==> src/hdl/tpig_pkg.sv <==
`timescale 1ns / 1ps
// ----------------------------------------------------------------------------
// tpig_pkg
// Shared constants, register indexes, pad modes and the back-end state type
// of the tensor pad index generator.
// ----------------------------------------------------------------------------
package tpig_pkg;

  localparam int DEF_MAX_RANK = 4;
  localparam int DEF_DIM_BITS = 16;

  localparam int IDX_W     = 64;
  localparam int CFG_W     = 64;
  localparam int CFG_IDX_W = 3;
  localparam int MODE_W    = 2;
  localparam int RANK_W    = 3;

  // entries in the queue between front and back, a power of two
  localparam int QUEUE_DEPTH = 2;

  localparam logic [CFG_IDX_W-1:0] REG_PAD_MODE      = 3'd0;
  localparam logic [CFG_IDX_W-1:0] REG_TENSOR_RANK   = 3'd1;
  localparam logic [CFG_IDX_W-1:0] REG_INPUT_SIZES   = 3'd2;
  localparam logic [CFG_IDX_W-1:0] REG_LEADING_PADS  = 3'd3;
  localparam logic [CFG_IDX_W-1:0] REG_TRAILING_PADS = 3'd4;

  localparam logic [MODE_W-1:0] MODE_CONSTANT = 2'd0;
  localparam logic [MODE_W-1:0] MODE_EDGE     = 2'd1;
  localparam logic [MODE_W-1:0] MODE_REFLECT  = 2'd2;

  localparam logic [RANK_W-1:0] RANK_RESET = 3'd4;

  typedef enum logic [2:0] {
    BK_IDLE,
    BK_AXIS,
    BK_DIV,
    BK_REFL,
    BK_ACC,
    BK_OUT
  } back_state_t;

endpackage

==> src/hdl/tpig_front.sv <==
`timescale 1ns / 1ps
// ----------------------------------------------------------------------------
// tpig_front
// Holds the output coordinate, takes one item per cycle while the queue has
// room, flags the last element and advances the coordinate in row-major order.
// ----------------------------------------------------------------------------
module tpig_front #(
  parameter int MAX_RANK = tpig_pkg::DEF_MAX_RANK,
  parameter int DIM_BITS = tpig_pkg::DEF_DIM_BITS,
  localparam int CW  = DIM_BITS + 2,
  localparam int RCW = $clog2(MAX_RANK + 1)
) (
  input  logic                   clk,
  input  logic                   rst,
  input  logic                   item_valid,
  output logic                   item_ready,
  input  logic                   restart,
  input  logic [RCW-1:0]         active_rank,
  input  logic [DIM_BITS-1:0]    sizes  [MAX_RANK],
  input  logic [DIM_BITS-1:0]    leads  [MAX_RANK],
  input  logic [DIM_BITS-1:0]    trails [MAX_RANK],
  output logic                   push_valid,
  input  logic                   push_ready,
  output logic [MAX_RANK*CW:0]   push_data
);

  logic [CW-1:0] coord      [MAX_RANK];
  logic [CW-1:0] coord_next [MAX_RANK];
  logic [CW-1:0] eff        [MAX_RANK];
  logic [CW-1:0] extent     [MAX_RANK];
  logic          last_flag;
  logic          carry;
  logic [CW:0]   bump;

  assign push_valid = item_valid;
  assign item_ready = push_ready;

  always_comb begin
    last_flag = 1'b1;
    carry     = 1'b1;
    bump      = '0;
    for (int a = 0; a < MAX_RANK; a++) begin
      extent[a] = CW'(sizes[a]) + CW'(leads[a]) + CW'(trails[a]);
      if (extent[a] == '0) begin
        extent[a] = CW'(1);
      end
      eff[a] = restart ? '0 : coord[a];
      if (a < int'(active_rank) && eff[a] != extent[a] - CW'(1)) begin
        last_flag = 1'b0;
      end
    end
    // innermost axis first, carry ripples outward; unused slots keep their value
    for (int a = MAX_RANK - 1; a >= 0; a--) begin
      coord_next[a] = eff[a];
      bump          = {1'b0, eff[a]} + (CW + 1)'(1);
      if (a < int'(active_rank) && carry) begin
        if (bump < {1'b0, extent[a]}) begin
          coord_next[a] = bump[CW-1:0];
          carry         = 1'b0;
        end else begin
          coord_next[a] = '0;
        end
      end
    end
    push_data[MAX_RANK*CW] = last_flag;
    for (int a = 0; a < MAX_RANK; a++) begin
      push_data[a*CW +: CW] = eff[a];
    end
  end

  always_ff @(posedge clk) begin
    if (rst) begin
      for (int a = 0; a < MAX_RANK; a++) begin
        coord[a] <= '0;
      end
    end else if (item_valid && item_ready) begin
      coord <= coord_next;
    end
  end

endmodule

==> src/hdl/tpig_queue.sv <==
`timescale 1ns / 1ps
// ----------------------------------------------------------------------------
// tpig_queue
// Small first-in first-out queue of classified items between the front and
// the back.
// ----------------------------------------------------------------------------
module tpig_queue #(
  parameter int W = tpig_pkg::DEF_DIM_BITS
) (
  input  logic         clk,
  input  logic         rst,
  input  logic         push_valid,
  output logic         push_ready,
  input  logic [W-1:0] push_data,
  output logic         pop_valid,
  input  logic         pop_ready,
  output logic [W-1:0] pop_data
);

  localparam int PW   = $clog2(tpig_pkg::QUEUE_DEPTH);
  localparam int CNTW = $clog2(tpig_pkg::QUEUE_DEPTH + 1);

  logic [W-1:0]    entry [tpig_pkg::QUEUE_DEPTH];
  logic [PW-1:0]   wr_ptr;
  logic [PW-1:0]   rd_ptr;
  logic [CNTW-1:0] count;
  logic            do_push;
  logic            do_pop;

  assign push_ready = count != CNTW'(tpig_pkg::QUEUE_DEPTH);
  assign pop_valid  = count != '0;
  assign pop_data   = entry[rd_ptr];
  assign do_push    = push_valid && push_ready;
  assign do_pop     = pop_valid && pop_ready;

  // pointers wrap on their own since the depth is a power of two
  always_ff @(posedge clk) begin
    if (rst) begin
      wr_ptr <= '0;
      rd_ptr <= '0;
      count  <= '0;
    end else begin
      if (do_push) begin
        wr_ptr <= wr_ptr + PW'(1);
      end
      if (do_pop) begin
        rd_ptr <= rd_ptr + PW'(1);
      end
      if (do_push && !do_pop) begin
        count <= count + CNTW'(1);
      end else if (do_pop && !do_push) begin
        count <= count - CNTW'(1);
      end
    end
  end

  always_ff @(posedge clk) begin
    if (do_push) begin
      entry[wr_ptr] <= push_data;
    end
  end

endmodule

==> src/hdl/tpig_back.sv <==
`timescale 1ns / 1ps
// ----------------------------------------------------------------------------
// tpig_back
// Maps one queued coordinate to a source index, axis by axis, with a
// bit-serial remainder unit for reflect mode and a multiply-accumulate of
// the row-major index. Holds the result in an output register.
// ----------------------------------------------------------------------------
module tpig_back #(
  parameter int MAX_RANK = tpig_pkg::DEF_MAX_RANK,
  parameter int DIM_BITS = tpig_pkg::DEF_DIM_BITS,
  localparam int CW    = DIM_BITS + 2,
  localparam int RCW   = $clog2(MAX_RANK + 1),
  localparam int AXW   = (MAX_RANK > 1) ? $clog2(MAX_RANK) : 1,
  localparam int CNT_W = $clog2(CW)
) (
  input  logic                        clk,
  input  logic                        rst,
  input  logic [tpig_pkg::MODE_W-1:0] mode,
  input  logic [RCW-1:0]              active_rank,
  input  logic [DIM_BITS-1:0]         sizes [MAX_RANK],
  input  logic [DIM_BITS-1:0]         leads [MAX_RANK],
  input  logic                        pop_valid,
  output logic                        pop_ready,
  input  logic [MAX_RANK*CW:0]        pop_data,
  output logic                        result_valid,
  input  logic                        result_ready,
  output logic [tpig_pkg::IDX_W-1:0]  source_index,
  output logic                        is_padding,
  output logic                        last
);

  localparam int HALF_W = tpig_pkg::IDX_W / 2;
  localparam int LO_W   = HALF_W + DIM_BITS;

  tpig_pkg::back_state_t state, state_next;

  logic [CW-1:0]              coord [MAX_RANK];
  logic                       last_q;
  logic [tpig_pkg::IDX_W-1:0] src;
  logic                       pad;
  logic [DIM_BITS-1:0]        s_val;
  logic [AXW-1:0]             ax;
  logic                       neg_q;
  logic [DIM_BITS:0]          rem;
  logic [CW-1:0]              dvd;
  logic [DIM_BITS:0]          modulus;
  logic [CNT_W-1:0]           cnt;
  logic [LO_W-1:0]            prod_lo;
  logic [HALF_W-1:0]          prod_hi;

  logic [CW-1:0]                       cur_c;
  logic [DIM_BITS-1:0]                 n;
  logic [CW:0]                         rel;
  logic [CW:0]                         neg_rel;
  logic                                neg;
  logic [CW-1:0]                       mag;
  logic                                above;
  logic [DIM_BITS:0]                   modulus_axis;
  logic [DIM_BITS-1:0]                 axis_s;
  logic                                axis_pad;
  logic                                need_div;
  logic [DIM_BITS+1:0]                 rtmp;
  logic [DIM_BITS+1:0]                 rsub;
  logic [DIM_BITS:0]                   rem_step;
  logic [DIM_BITS:0]                   q0;
  logic [DIM_BITS:0]                   q1;
  logic [LO_W-1:0]                     mul_lo;
  logic [HALF_W-1:0]                   mul_hi;
  logic [tpig_pkg::IDX_W-1:0]          acc;
  logic                                last_axis;
  logic                                out_free;

  // per-axis mapping
  always_comb begin
    cur_c        = coord[ax];
    n            = sizes[ax];
    rel          = {1'b0, cur_c} - (CW + 1)'(leads[ax]);
    neg_rel      = (CW + 1)'(0) - rel;
    neg          = rel[CW];
    mag          = neg ? neg_rel[CW-1:0] : rel[CW-1:0];
    above        = !neg && (rel[CW-1:0] >= CW'(n));
    modulus_axis = {n - DIM_BITS'(1), 1'b0};
    axis_s       = '0;
    axis_pad     = 1'b0;
    need_div     = 1'b0;
    if (n == '0) begin
      axis_pad = 1'b1;
    end else begin
      unique case (mode)
        tpig_pkg::MODE_EDGE: begin
          if (neg) begin
            axis_s = '0;
          end else if (above) begin
            axis_s = n - DIM_BITS'(1);
          end else begin
            axis_s = rel[DIM_BITS-1:0];
          end
        end
        tpig_pkg::MODE_REFLECT: begin
          // an axis of size one maps to zero
          need_div = n != DIM_BITS'(1);
        end
        default: begin
          if (neg || above) begin
            axis_pad = 1'b1;
          end else begin
            axis_s = rel[DIM_BITS-1:0];
          end
        end
      endcase
    end
  end

  // restoring remainder, one dividend bit per cycle, then fold the mirror
  always_comb begin
    rtmp     = {rem, dvd[CW-1]};
    rsub     = rtmp - {1'b0, modulus};
    rem_step = (rtmp >= {1'b0, modulus}) ? rsub[DIM_BITS:0] : rtmp[DIM_BITS:0];
    q0       = (neg_q && rem != '0) ? modulus - rem : rem;
    q1       = (q0 >= {1'b0, n}) ? modulus - q0 : q0;
  end

  // index times size in two halves, the upper half only needs its low bits
  assign mul_lo    = LO_W'(src[HALF_W-1:0]) * LO_W'(n);
  assign mul_hi    = src[tpig_pkg::IDX_W-1:HALF_W] * HALF_W'(n);
  assign acc       = tpig_pkg::IDX_W'(prod_lo) + {prod_hi, HALF_W'(0)}
                   + tpig_pkg::IDX_W'(s_val);
  assign last_axis = (RCW'(ax) + RCW'(1)) == active_rank;
  assign out_free  = !result_valid || result_ready;

  always_ff @(posedge clk) begin
    if (rst) begin
      state <= tpig_pkg::BK_IDLE;
    end else begin
      state <= state_next;
    end
  end

  always_comb begin
    state_next = state;
    pop_ready  = 1'b0;
    unique case (state)
      tpig_pkg::BK_IDLE: begin
        pop_ready = 1'b1;
        if (pop_valid) begin
          state_next = tpig_pkg::BK_AXIS;
        end
      end
      tpig_pkg::BK_AXIS: begin
        state_next = need_div ? tpig_pkg::BK_DIV : tpig_pkg::BK_ACC;
      end
      tpig_pkg::BK_DIV: begin
        if (cnt == CNT_W'(CW - 1)) begin
          state_next = tpig_pkg::BK_REFL;
        end
      end
      tpig_pkg::BK_REFL: begin
        state_next = tpig_pkg::BK_ACC;
      end
      tpig_pkg::BK_ACC: begin
        state_next = last_axis ? tpig_pkg::BK_OUT : tpig_pkg::BK_AXIS;
      end
      tpig_pkg::BK_OUT: begin
        if (out_free) begin
          state_next = tpig_pkg::BK_IDLE;
        end
      end
      default: begin
        state_next = tpig_pkg::BK_IDLE;
      end
    endcase
  end

  always_ff @(posedge clk) begin
    case (state)
      tpig_pkg::BK_IDLE: begin
        if (pop_valid) begin
          for (int a = 0; a < MAX_RANK; a++) begin
            coord[a] <= pop_data[a*CW +: CW];
          end
          last_q <= pop_data[MAX_RANK*CW];
          src    <= '0;
          pad    <= 1'b0;
          ax     <= '0;
        end
      end
      tpig_pkg::BK_AXIS: begin
        s_val   <= axis_s;
        pad     <= pad | axis_pad;
        neg_q   <= neg;
        dvd     <= mag;
        rem     <= '0;
        cnt     <= '0;
        modulus <= modulus_axis;
        prod_lo <= mul_lo;
        prod_hi <= mul_hi;
      end
      tpig_pkg::BK_DIV: begin
        rem <= rem_step;
        dvd <= dvd << 1;
        cnt <= cnt + CNT_W'(1);
      end
      tpig_pkg::BK_REFL: begin
        s_val <= q1[DIM_BITS-1:0];
      end
      tpig_pkg::BK_ACC: begin
        src <= acc;
        ax  <= ax + AXW'(1);
      end
      tpig_pkg::BK_OUT: begin
        if (out_free) begin
          source_index <= pad ? '0 : src;
          is_padding   <= pad;
          last         <= last_q;
        end
      end
      default: begin
      end
    endcase
  end

  always_ff @(posedge clk) begin
    if (rst) begin
      result_valid <= 1'b0;
    end else if (state == tpig_pkg::BK_OUT && out_free) begin
      result_valid <= 1'b1;
    end else if (result_ready) begin
      result_valid <= 1'b0;
    end
  end

endmodule

==> src/hdl/tensor_pad_index_generator_top.sv <==
`timescale 1ns / 1ps
// ----------------------------------------------------------------------------
// tensor_pad_index_generator_top
// Walks a padded tensor output in row-major order and gives, per item, the
// source index, a padding flag and a last flag.
// ----------------------------------------------------------------------------
//  channel   handshake                   payload
//  item      item_valid / item_ready     restart
//  result    result_valid / result_ready source_index, is_padding, last
//  cfg       cfg_valid / cfg_ready       cfg_index, cfg_data (always ready)
//
//  The front takes one item per cycle into a two-entry queue while it has room.
//  The back takes an item only when done with the last and works axis by axis,
//  through the bit-serial remainder unit for each reflect axis of size above one.
//  Synchronous reset clears the coordinate, the queue, the back state and the
//  registers; a held result stalls the back, the queue absorbs items until full.
// ----------------------------------------------------------------------------
module tensor_pad_index_generator_top #(
  parameter int MAX_RANK = tpig_pkg::DEF_MAX_RANK,
  parameter int DIM_BITS = tpig_pkg::DEF_DIM_BITS
) (
  input  logic                           clk,
  input  logic                           rst,
  input  logic                           item_valid,
  output logic                           item_ready,
  input  logic                           restart,
  output logic                           result_valid,
  input  logic                           result_ready,
  output logic [tpig_pkg::IDX_W-1:0]     source_index,
  output logic                           is_padding,
  output logic                           last,
  input  logic                           cfg_valid,
  output logic                           cfg_ready,
  input  logic [tpig_pkg::CFG_IDX_W-1:0] cfg_index,
  input  logic [tpig_pkg::CFG_W-1:0]     cfg_data
);

  localparam int CW     = DIM_BITS + 2;
  localparam int RCW    = $clog2(MAX_RANK + 1);
  localparam int QW     = MAX_RANK * CW + 1;
  localparam int WIDE_W = tpig_pkg::CFG_W + DIM_BITS;

  logic [tpig_pkg::MODE_W-1:0] pad_mode;
  logic [tpig_pkg::RANK_W-1:0] tensor_rank;
  logic [tpig_pkg::CFG_W-1:0]  input_sizes;
  logic [tpig_pkg::CFG_W-1:0]  leading_pads;
  logic [tpig_pkg::CFG_W-1:0]  trailing_pads;

  logic [WIDE_W-1:0]   sizes_wide;
  logic [WIDE_W-1:0]   leads_wide;
  logic [WIDE_W-1:0]   trails_wide;
  logic [DIM_BITS-1:0] sizes  [MAX_RANK];
  logic [DIM_BITS-1:0] leads  [MAX_RANK];
  logic [DIM_BITS-1:0] trails [MAX_RANK];
  logic [RCW-1:0]      active_rank;

  logic          push_valid;
  logic          push_ready;
  logic [QW-1:0] push_data;
  logic          pop_valid;
  logic          pop_ready;
  logic [QW-1:0] pop_data;

  assign cfg_ready = 1'b1;

  always_ff @(posedge clk) begin
    if (rst) begin
      pad_mode      <= tpig_pkg::MODE_CONSTANT;
      tensor_rank   <= tpig_pkg::RANK_RESET;
      input_sizes   <= '0;
      leading_pads  <= '0;
      trailing_pads <= '0;
    end else if (cfg_valid && cfg_ready) begin
      unique case (cfg_index)
        tpig_pkg::REG_PAD_MODE:      pad_mode      <= cfg_data[tpig_pkg::MODE_W-1:0];
        tpig_pkg::REG_TENSOR_RANK:   tensor_rank   <= cfg_data[tpig_pkg::RANK_W-1:0];
        tpig_pkg::REG_INPUT_SIZES:   input_sizes   <= cfg_data;
        tpig_pkg::REG_LEADING_PADS:  leading_pads  <= cfg_data;
        tpig_pkg::REG_TRAILING_PADS: trailing_pads <= cfg_data;
        default: begin
        end
      endcase
    end
  end

  // rank zero acts as one, anything above the maximum as the maximum
  always_comb begin
    if (tensor_rank == '0) begin
      active_rank = RCW'(1);
    end else if (int'(tensor_rank) > MAX_RANK) begin
      active_rank = RCW'(MAX_RANK);
    end else begin
      active_rank = RCW'(tensor_rank);
    end
  end

  // axis 0 sits in the top bits; slots past the register read as zero
  assign sizes_wide  = WIDE_W'(input_sizes);
  assign leads_wide  = WIDE_W'(leading_pads);
  assign trails_wide = WIDE_W'(trailing_pads);

  for (genvar a = 0; a < MAX_RANK; a++) begin : g_slot
    localparam int SHIFT = (MAX_RANK - 1 - a) * DIM_BITS;
    if (SHIFT < tpig_pkg::CFG_W) begin : g_in
      assign sizes[a]  = sizes_wide[SHIFT +: DIM_BITS];
      assign leads[a]  = leads_wide[SHIFT +: DIM_BITS];
      assign trails[a] = trails_wide[SHIFT +: DIM_BITS];
    end else begin : g_out
      assign sizes[a]  = '0;
      assign leads[a]  = '0;
      assign trails[a] = '0;
    end
  end

  tpig_front #(
    .MAX_RANK (MAX_RANK),
    .DIM_BITS (DIM_BITS)
  ) u_front (
    .clk         (clk),
    .rst         (rst),
    .item_valid  (item_valid),
    .item_ready  (item_ready),
    .restart     (restart),
    .active_rank (active_rank),
    .sizes       (sizes),
    .leads       (leads),
    .trails      (trails),
    .push_valid  (push_valid),
    .push_ready  (push_ready),
    .push_data   (push_data)
  );

  tpig_queue #(
    .W (QW)
  ) u_queue (
    .clk        (clk),
    .rst        (rst),
    .push_valid (push_valid),
    .push_ready (push_ready),
    .push_data  (push_data),
    .pop_valid  (pop_valid),
    .pop_ready  (pop_ready),
    .pop_data   (pop_data)
  );

  tpig_back #(
    .MAX_RANK (MAX_RANK),
    .DIM_BITS (DIM_BITS)
  ) u_back (
    .clk          (clk),
    .rst          (rst),
    .mode         (pad_mode),
    .active_rank  (active_rank),
    .sizes        (sizes),
    .leads        (leads),
    .pop_valid    (pop_valid),
    .pop_ready    (pop_ready),
    .pop_data     (pop_data),
    .result_valid (result_valid),
    .result_ready (result_ready),
    .source_index (source_index),
    .is_padding   (is_padding),
    .last         (last)
  );

endmodule
==> config.mk <==
export PLATFORM = sky130hd
export DESIGN_NAME = tensor_pad_index_generator_top
export DESIGN_NICKNAME = d
export VERILOG_FILES = /design/src/hdl/tpig_pkg.sv /design/src/hdl/tpig_front.sv /design/src/hdl/tpig_queue.sv /design/src/hdl/tpig_back.sv /design/src/hdl/tensor_pad_index_generator_top.sv
export SDC_FILE = /design/constraint.sdc
export NUM_CORES = 2
export LEC_CHECK = 0
export BUFFER_PORTS_ARGS = -buffer_cell sky130_fd_sc_hd__buf_2
export CAP_MARGIN = 40
export CORE_UTILIZATION = 51
export DETAILED_ROUTE_END_ITERATION = 7
export PLACE_DENSITY = 0.73
export REMOVE_ABC_BUFFERS = 1
export SYNTH_ARGS = -nofsm -noshare
export SYNTH_HDL_FRONTEND = slang
export SYNTH_SLANG_ARGS = --single-unit
==> constraint.sdc <==
create_clock -name clk -period 9.4 [get_ports clk]
set_input_delay 1.88 -clock clk [delete_from_list [all_inputs] [get_ports clk]]
set_output_delay 1.88 -clock clk [all_outputs]
set_load 0.1 [all_outputs]
# ---- Word-level counts from Yosys, hierarchy flattened
# Memories as Yosys holds them, arrays and structs flattened. A register that Yosys moved wholly into a read port is not among the register bits.
# Cells that the tools add are included.
dict set report word_totals {
  word_cells 225
  regBits 564
  input_bits 73
  output_inout_bits 69
  ramBits 218
  memories 2
}
dict set report op_classes {
  multipliers 2
  n_mux 77
  eq_ne 22
  reduce_logical 47
  addsub 31
  n_bitwise 2
  magnitude_cmp 13
}
# name words word_bits rd rd_clocked_by_memory_dff wr line
set memory_table {}
lappend memory_table {u_queue.entry 2 73 1 1 1 tpig_queue.sv:23} ;# logic [W-1:0] entry [tpig_pkg::QUEUE_DEPTH];
lappend memory_table {u_back.coord 4 18 1 1 4 tpig_back.sv:37} ;# logic [CW-1:0] coord [MAX_RANK];
# cell count
set ops {}
lappend ops {{2-to-1 mux 18 bit} 17}
lappend ops {{2-to-1 mux 16 bit} 9}
lappend ops {{case mux 64 bit (2 select lines)} 1}
lappend ops {{adder 18 x 1 -> 19 bit, second input constant} 4}
lappend ops {{less-than comparator 19 x 18 -> 1 bit} 4}
lappend ops {{adder 18 x 16 -> 18 bit} 4}
lappend ops {{zero test 18 bit} 4}
lappend ops {{!= test 18 bit} 4}
lappend ops {{subtractor 18 x 1 -> 18 bit, second input constant} 4}
lappend ops {{adder 16 x 16 -> 17 bit} 4}
lappend ops {{adder 48 x 64 -> 64 bit} 1}
lappend ops {{adder 64 x 16 -> 64 bit} 1}
lappend ops {{binary-select mux 16 bit (select 2 bit)} 2}
lappend ops {{2-to-1 mux 64 bit} 1}
lappend ops {{case mux 16 bit (2 select lines)} 2}
lappend ops {{multiplier 32 x 16 -> 48 bit} 1}
lappend ops {{case mux 18 bit (2 select lines)} 1}
lappend ops {{2-to-1 mux 17 bit} 2}
lappend ops {{case mux 17 bit (2 select lines)} 1}
lappend ops {{subtractor 17 bit} 2}
lappend ops {{multiplier 32 x 16 -> 32 bit} 1}
lappend ops {{2-to-1 mux 1 bit} 26}
lappend ops {{2-to-1 mux 3 bit} 7}
lappend ops {{subtractor 18 x 16 -> 19 bit} 1}
lappend ops {{other kinds (42)} 90}

# ---- Logic depth before layout (Yosys ltp)
dict set report logic_depth {
  depth_word 13
  ltp_mapped 40
  ltp_nobuf 38
}

# ---- Hierarchy
# A second synthesis with hierarchy kept.
dict set report unflattened {
  cells_unflattened 7764
  area_unflattened_um2 75910.3
}
# mod n_inst cells_each seq_area_each_um2 area_per_inst_um2
set modules_own_cells {}
lappend modules_own_cells {tpig_back 1 4976 10900.5 48288.8}
lappend modules_own_cells {tpig_front 1 1816 1441.4 14098.5}
lappend modules_own_cells {tensor_pad_index_generator_top 1 721 3943.8 8036.5}
lappend modules_own_cells {tpig_queue 1 251 4484.3 5486.5}

# ---- Least setup slack after synthesis
# OpenSTA, ideal clock, no wires.
dict set report synth_path {
  path_kind {flip-flop to flip-flop}
  from {reg u_back.ax[1]}
  to {reg u_back.prod_lo[47], data pin}
  setup_time_ps 260
  required_time_ps 9140
  path_stages_with_launch 32
  synth_period_minus_slack_ps 8336
  slack_ps 1064
  arrival_time_ps 8077
  path_buffers 5
  path_cell_list {edfxtp_1 > clkbuf_1 > clkbuf_1 > buf_1 > mux4_2 > clkbuf_1 > clkbuf_1 > nand2_1 > fa_1 > inv_1 > fa_1 > inv_1 > fa_1 > fa_1 > inv_1 > fa_1 > inv_1 > fa_1 > inv_1 > ha_1 > o21ai_0 > a21oi_1 > o21ai_0 > o21ai_0 > o21ai_0 > a2111oi_0 > o22ai_1 > o31ai_1 > a311oi_1 > o31ai_1 > a21oi_1 > xnor2_1}
}
dict set report synth_via {
  elab_chain_cells 5
}
# element line
set synth_rtl {}
lappend synth_rtl {{from (decl)} tpig_back.sv:42} ;# logic [AXW-1:0] ax;
lappend synth_rtl {{from (signal assigned)} tpig_back.sv:208} ;# ax <= ax + AXW'(1);
lappend synth_rtl {{inverter 2 -> 3 bit (implied by the code)} tpig_back.sv:76} ;# n = sizes[ax];
lappend synth_rtl {{binary-select mux 16 bit (select 2 bit)} tpig_back.sv:76}
lappend synth_rtl {{2-to-1 mux 16 bit (implied by the code) (2 in a row)} tpig_back.sv:76}
lappend synth_rtl {{multiplier 32 x 16 -> 48 bit} tpig_back.sv:124} ;# assign mul_lo = LO_W'(src[HALF_W-1:0]) * LO_W'(n);
lappend synth_rtl {{named net u_back.mul_lo[47]} tpig_back.sv:67} ;# logic [LO_W-1:0] mul_lo;
lappend synth_rtl {{to (signal assigned)} tpig_back.sv:195} ;# prod_lo <= mul_lo;
lappend synth_rtl {{to (decl)} tpig_back.sv:48} ;# logic [LO_W-1:0] prod_lo;
# The timed path passes the listed nets, and every way through them passes these cells. The select of a mux whose other input is x is not followed.
# A chain may end at the register's enable or synchronous reset.

# ---- Worst setup path in the final report
dict set report layout_path {
  from {reg u_back.ax[0]}
  to {reg u_back.prod_lo[45], data pin}
}
# The elaborated chain is that of the path after synthesis.

==> results.rst <==
.. list-table::
   :header-rows: 1

   * - Metric
     - Value
   * - Mapped Cells
     - slightly below 8000
   * - Multi-input combinational cell area
     - a little under 0.05 mm2
   * - Ratio of cells with drive above 1 in the final layout
     - between 8 and 9%
   * - Cell Count, Final, Fillers Out
     - approximately 10000
   * - Detailed-router iteration count before antenna repair
     - 8
   * - Standard cell with the maximum stage delay on the critical path
     - sky130_fd_sc_hd__edfxtp_1
   * - Final ANT Viol Nets
     - 0
   * - Reg-to-reg endpoint
     - u_back.prod_lo[45]
   * - Count of pins on the block boundary
     - around 140
   * - Peak supply drop
     - 0.0002696 V
   * - Power density relative to cell area
     - ~230 mW/mm2
   * - Core region area
     - 0.1440 mm2
   * - Slack of the worst reg-to-reg path
     - between 300 and 400 ps
   * - Data required time at the worst endpoint
     - between 9000 and 10000 ps
   * - Post-detail-place hpwl
     - roughly 170000 um
   * - Worst slew pin tran
     - between 1000 and 1500 ps
   * - Arrival time of the worst setup path
     - between 9000 and 10000 ps
   * - Start point of the critical path
     - u_back.ax[0]
   * - Clk pin slew, worst setup/hold paths
     - about 60 ps
   * - Detailed-route vias per instance
     - 5.921
   * - Placed cells
     - 9755
   * - Startpoint of the lowest-slack register-to-register path
     - u_back.ax[0]
   * - Final standard cell utilization of the core
     - a little under three fifths
   * - Count of max-cap constraint violations
     - 0
   * - Largest net degree at the start of global routing
     - between 150 and 200
   * - CTS-repair resized insts
     - 0
   * - Sum of overflow across all layers after global routing
     - 0
   * - First-pass GRT wire length
     - approximately 350000 um
   * - Net count reported at finish
     - roughly 9300
   * - Routability congestion estimate
     - around 0.97
   * - Number of antenna violations at the first check in global routing
     - 14
   * - Post-synth design cell area
     - 0.07426 mm2
   * - Die X-Extent
     - around 380 um
   * - Fin crit period
     - slightly above 9000 ps
   * - Leakage
     - ~33 nW
   * - Post-route clock period utilization
     - around 96%
   * - Count of vias placed by the detailed router
     - 58798
   * - H-Tree Depth
     - 3
   * - Async set-reset flop share out of synthesis
     - 0%
   * - Capture point of the worst path
     - u_back.prod_lo[45]
   * - CTS hold repair buffers
     - 0
   * - Die footprint
     - approximately 0.15 mm2
   * - FMAX
     - 0.1103 GHz
   * - Ys Warns
     - 0
   * - Initial core utilization
     - 51.57%
   * - Clock tree from TritonCTS
     - yes
   * - Total clock buffers created by CTS
     - 92
   * - Setup skew after layout
     - around 60 ps
   * - Setup repair after global routing missed its margin
     - no
   * - Number of pins with negative max-slew slack in the final report
     - 0
   * - Die extent in y
     - around 380 um
   * - Failing checks
     - DRC
   * - Total of endpoints with negative setup slack in the final report
     - 0
   * - Final Routed Wirelength
     - roughly 220000 um
   * - Most used DFF post-synth
     - sky130_fd_sc_hd__edfxtp_1
   * - Number of port buffers
     - 140
   * - Setup fix buffers added after clock tree synthesis
     - 0
   * - Cell count of the worst reg-to-reg path
     - 28
   * - Clock root buffer
     - sky130_fd_sc_hd__clkbuf_16
   * - Maximum fanout along the worst path
     - 20
   * - Clk Latency, worst-skew pair
     - between 700 and 800 ps
   * - Synthesized area divided by synthesized cell count
     - 9.350 um2
   * - Worst hold margin
     - 454.4 ps
   * - Number of buffers between clock root and the deepest sink
     - 3
   * - Worst stage delay on the critical path
     - about 800 ps
   * - Crit path setup slack, layout
     - around 340 ps
   * - Number of enable-type register cells in the synthesized netlist
     - approximately 510
   * - Wire length per cell
     - between 20 and 25 um
   * - Post-synthesis sequential element count
     - between 700 and 800
   * - Headroom to the max-slew limit
     - 11.53%
   * - DRC violations left
     - 12
   * - Result of the run
     - complete, but fails checks
   * - FILL cells
     - ~12000
   * - Area occupied by registers
     - 0.02077 mm2
   * - Number of violations reported at the end of detailed-routing iteration 0
     - approximately 5100
   * - Number of sinks on the clock net
     - roughly 790
   * - Number of hold violations in the final report
     - 0
   * - Count of different cell masters after synthesis
     - about 110
   * - Hold crit path type
     - flop to flop
   * - Sequential fraction of the synthesis area
     - 27.97%
   * - Type of origin of the critical path
     - flop
   * - Area overhead of the layout relative to synthesis
     - 8.610%
   * - Setup Crit Path Kind
     - flop to flop
   * - GR Util All Layers
     - around 31%
   * - Vias in the first global route
     - 59080
   * - Setup total negative slack
     - 0 ps
   * - Post-placement setup slack
     - 528.9 ps
   * - Crit path capture type
     - flop
   * - Count of standard-cell rows
     - between 100 and 150
-- placed cells by master (no fill, tap or decap), types with 93 or more instances in the layout --
cell and count:
sky130_fd_sc_hd__o21ai_0 175, sky130_fd_sc_hd__xor2_1 169, sky130_fd_sc_hd__a21oi_1 465, sky130_fd_sc_hd__xnor2_1 281, sky130_fd_sc_hd__nor2_1 343, sky130_fd_sc_hd__ha_1 527
sky130_fd_sc_hd__nand2_1 1274, sky130_fd_sc_hd__dfxtp_1 279, sky130_fd_sc_hd__a21o_1 110, sky130_fd_sc_hd__inv_1 960, sky130_fd_sc_hd__nor2b_1 178, sky130_fd_sc_hd__edfxtp_1 505
sky130_fd_sc_hd__nand3_1 151, sky130_fd_sc_hd__buf_4 97, sky130_fd_sc_hd__buf_2 145, sky130_fd_sc_hd__nor3_1 106, sky130_fd_sc_hd__fa_1 735, sky130_fd_sc_hd__and2_1 321
sky130_fd_sc_hd__clkbuf_16 93
-- through the flow --
| step | total power, mW | cell area, um2 |
|---|---|---|
| after detailed placement | 14.34 | 77350 |
| after global placement | 13.98 | 76950 |
| after CTS | 18.31 | 80610 |
| after global routing | 19.46 | 80650 |
| final | 18.42 | 80650 |
| after floorplan | 11.12 | 72910 |
-- cells in the mapped netlist (21+ instances only) --
cell type,number,area (um2)
sky130_fd_sc_hd__o21ai_0,176,880.8
sky130_fd_sc_hd__nand2_1,1275,4786
sky130_fd_sc_hd__and3_1,54,337.8
sky130_fd_sc_hd__mux2_2,79,889.6
sky130_fd_sc_hd__ha_1,527,6594
sky130_fd_sc_hd__inv_1,962,3611
sky130_fd_sc_hd__nor2_1,345,1295
sky130_fd_sc_hd__nand4_1,51,319.1
sky130_fd_sc_hd__xnor2_1,281,2461
sky130_fd_sc_hd__o21ai_1,21,105.1
sky130_fd_sc_hd__o21a_1,68,510.5
sky130_fd_sc_hd__or3_1,33,206.5
sky130_fd_sc_hd__a21o_1,110,825.8
sky130_fd_sc_hd__o31ai_1,47,352.8
sky130_fd_sc_hd__nor3_1,106,530.5
sky130_fd_sc_hd__or2_2,28,175.2
sky130_fd_sc_hd__nand3_1,153,765.7
sky130_fd_sc_hd__o211ai_1,37,277.8
sky130_fd_sc_hd__mux4_2,50,1126
sky130_fd_sc_hd__edfxtp_1,505,15160
sky130_fd_sc_hd__fa_1,735,14710
sky130_fd_sc_hd__nand2b_1,44,275.3
sky130_fd_sc_hd__dfxtp_1,280,5605
sky130_fd_sc_hd__buf_1,26,97.59
sky130_fd_sc_hd__and2_1,321,2008
sky130_fd_sc_hd__nor4_1,29,181.4
sky130_fd_sc_hd__xor2_1,169,1480
sky130_fd_sc_hd__nor2b_1,180,1126
sky130_fd_sc_hd__o21bai_1,37,277.8
sky130_fd_sc_hd__a211oi_1,35,262.8
sky130_fd_sc_hd__clkbuf_1,323,1212
sky130_fd_sc_hd__a31oi_1,31,193.9
sky130_fd_sc_hd__a21oi_1,465,2327
-- power by group --
group	switching [mW]	leakage [nW]	internal (mW)	total [mW]
Clock	1.63	1.55	2.25	3.89
Combinational	5.30	23.9	3.32	8.61
Sequential	1.13	7.07	4.79	5.92
-- state kept, by name, summed over array words and instances, names as in the netlist, 5 cells and up, named ones only --
name                 count
u_queue.entry          146
u_back.coord            72
u_front.coord           72
input_sizes             64
leading_pads            64
trailing_pads           64
u_back.source_index     64
u_back.src              64
u_back.prod_lo          48
u_back.prod_hi          32
u_back.dvd              18
u_back.rem              17
u_back.modulus          16
u_back.s_val            16
u_back.cnt               5
-- critical path: cells and delay by family, from the launching register on --
family,cells,cell delay (ps)
AO/OA/AOI/OAI,11,3350
XOR/XNOR,1,140
buffers and inverters,7,820
AND/OR/NAND/NOR,1,90
flip-flops,1,810
adder cells (fa/ha/maj),7,2840
multiplexers,1,720
-- cell families (layout without fill, tap and decap cells) --
family / count (synthesis) / in the layout / share of synthesized area, %
simple gates: 2702 / 2702 / 17.19
buf+inv: 1323 / 1405 / 6.704
compound gates: 1267 / 1267 / 11.05
fa+ha+maj: 1262 / 1262 / 28.69
flops: 785 / 785 / 27.97
xor+xnor: 453 / 453 / 5.408
mux: 149 / 149 / 2.984
other cells: 1 / 5 / 0.005050
-- area by class of cell --
cell class | count | share of cell area [%]
well taps | 1903 | 2.952
clock inverters | 63 | 1.042
repair buffers | 269 | 2.498
flip-flops and latches | 785 | 25.76
clock buffers | 107 | 2.999
inverters | 966 | 4.499
multi-input cells | 5834 | 60.24
diodes | 4 | 0.01241
-- metal layers --
| layer | vias up | global-route usage, % | wire length, um |
|---|---|---|---|
| li1 | 26479 | - | - |
| met4 | 6 | 17.55 | 14590 |
| met2 | 2581 | 50.50 | 106600 |
| met3 | 610 | 4.627 | 16890 |
| met1 | 29122 | 38.32 | 86880 |
| met5 | - | 0 | 43 |
-- worst min-delay path by stage --
stage,slack [ps],end,depth (start not counted),from
finish,450,u_back.last,0,u_back.last_q
global route,460,u_back.last,0,u_back.last_q
CTS,440,u_back.last,0,u_back.last_q
detailed placement,420,u_back.last,0,u_back.last_q
global placement,420,u_back.last,0,u_back.last_q
floorplan,400,u_back.last,0,u_back.last_q
Note: power is estimated with default switching activity, not from simulation.
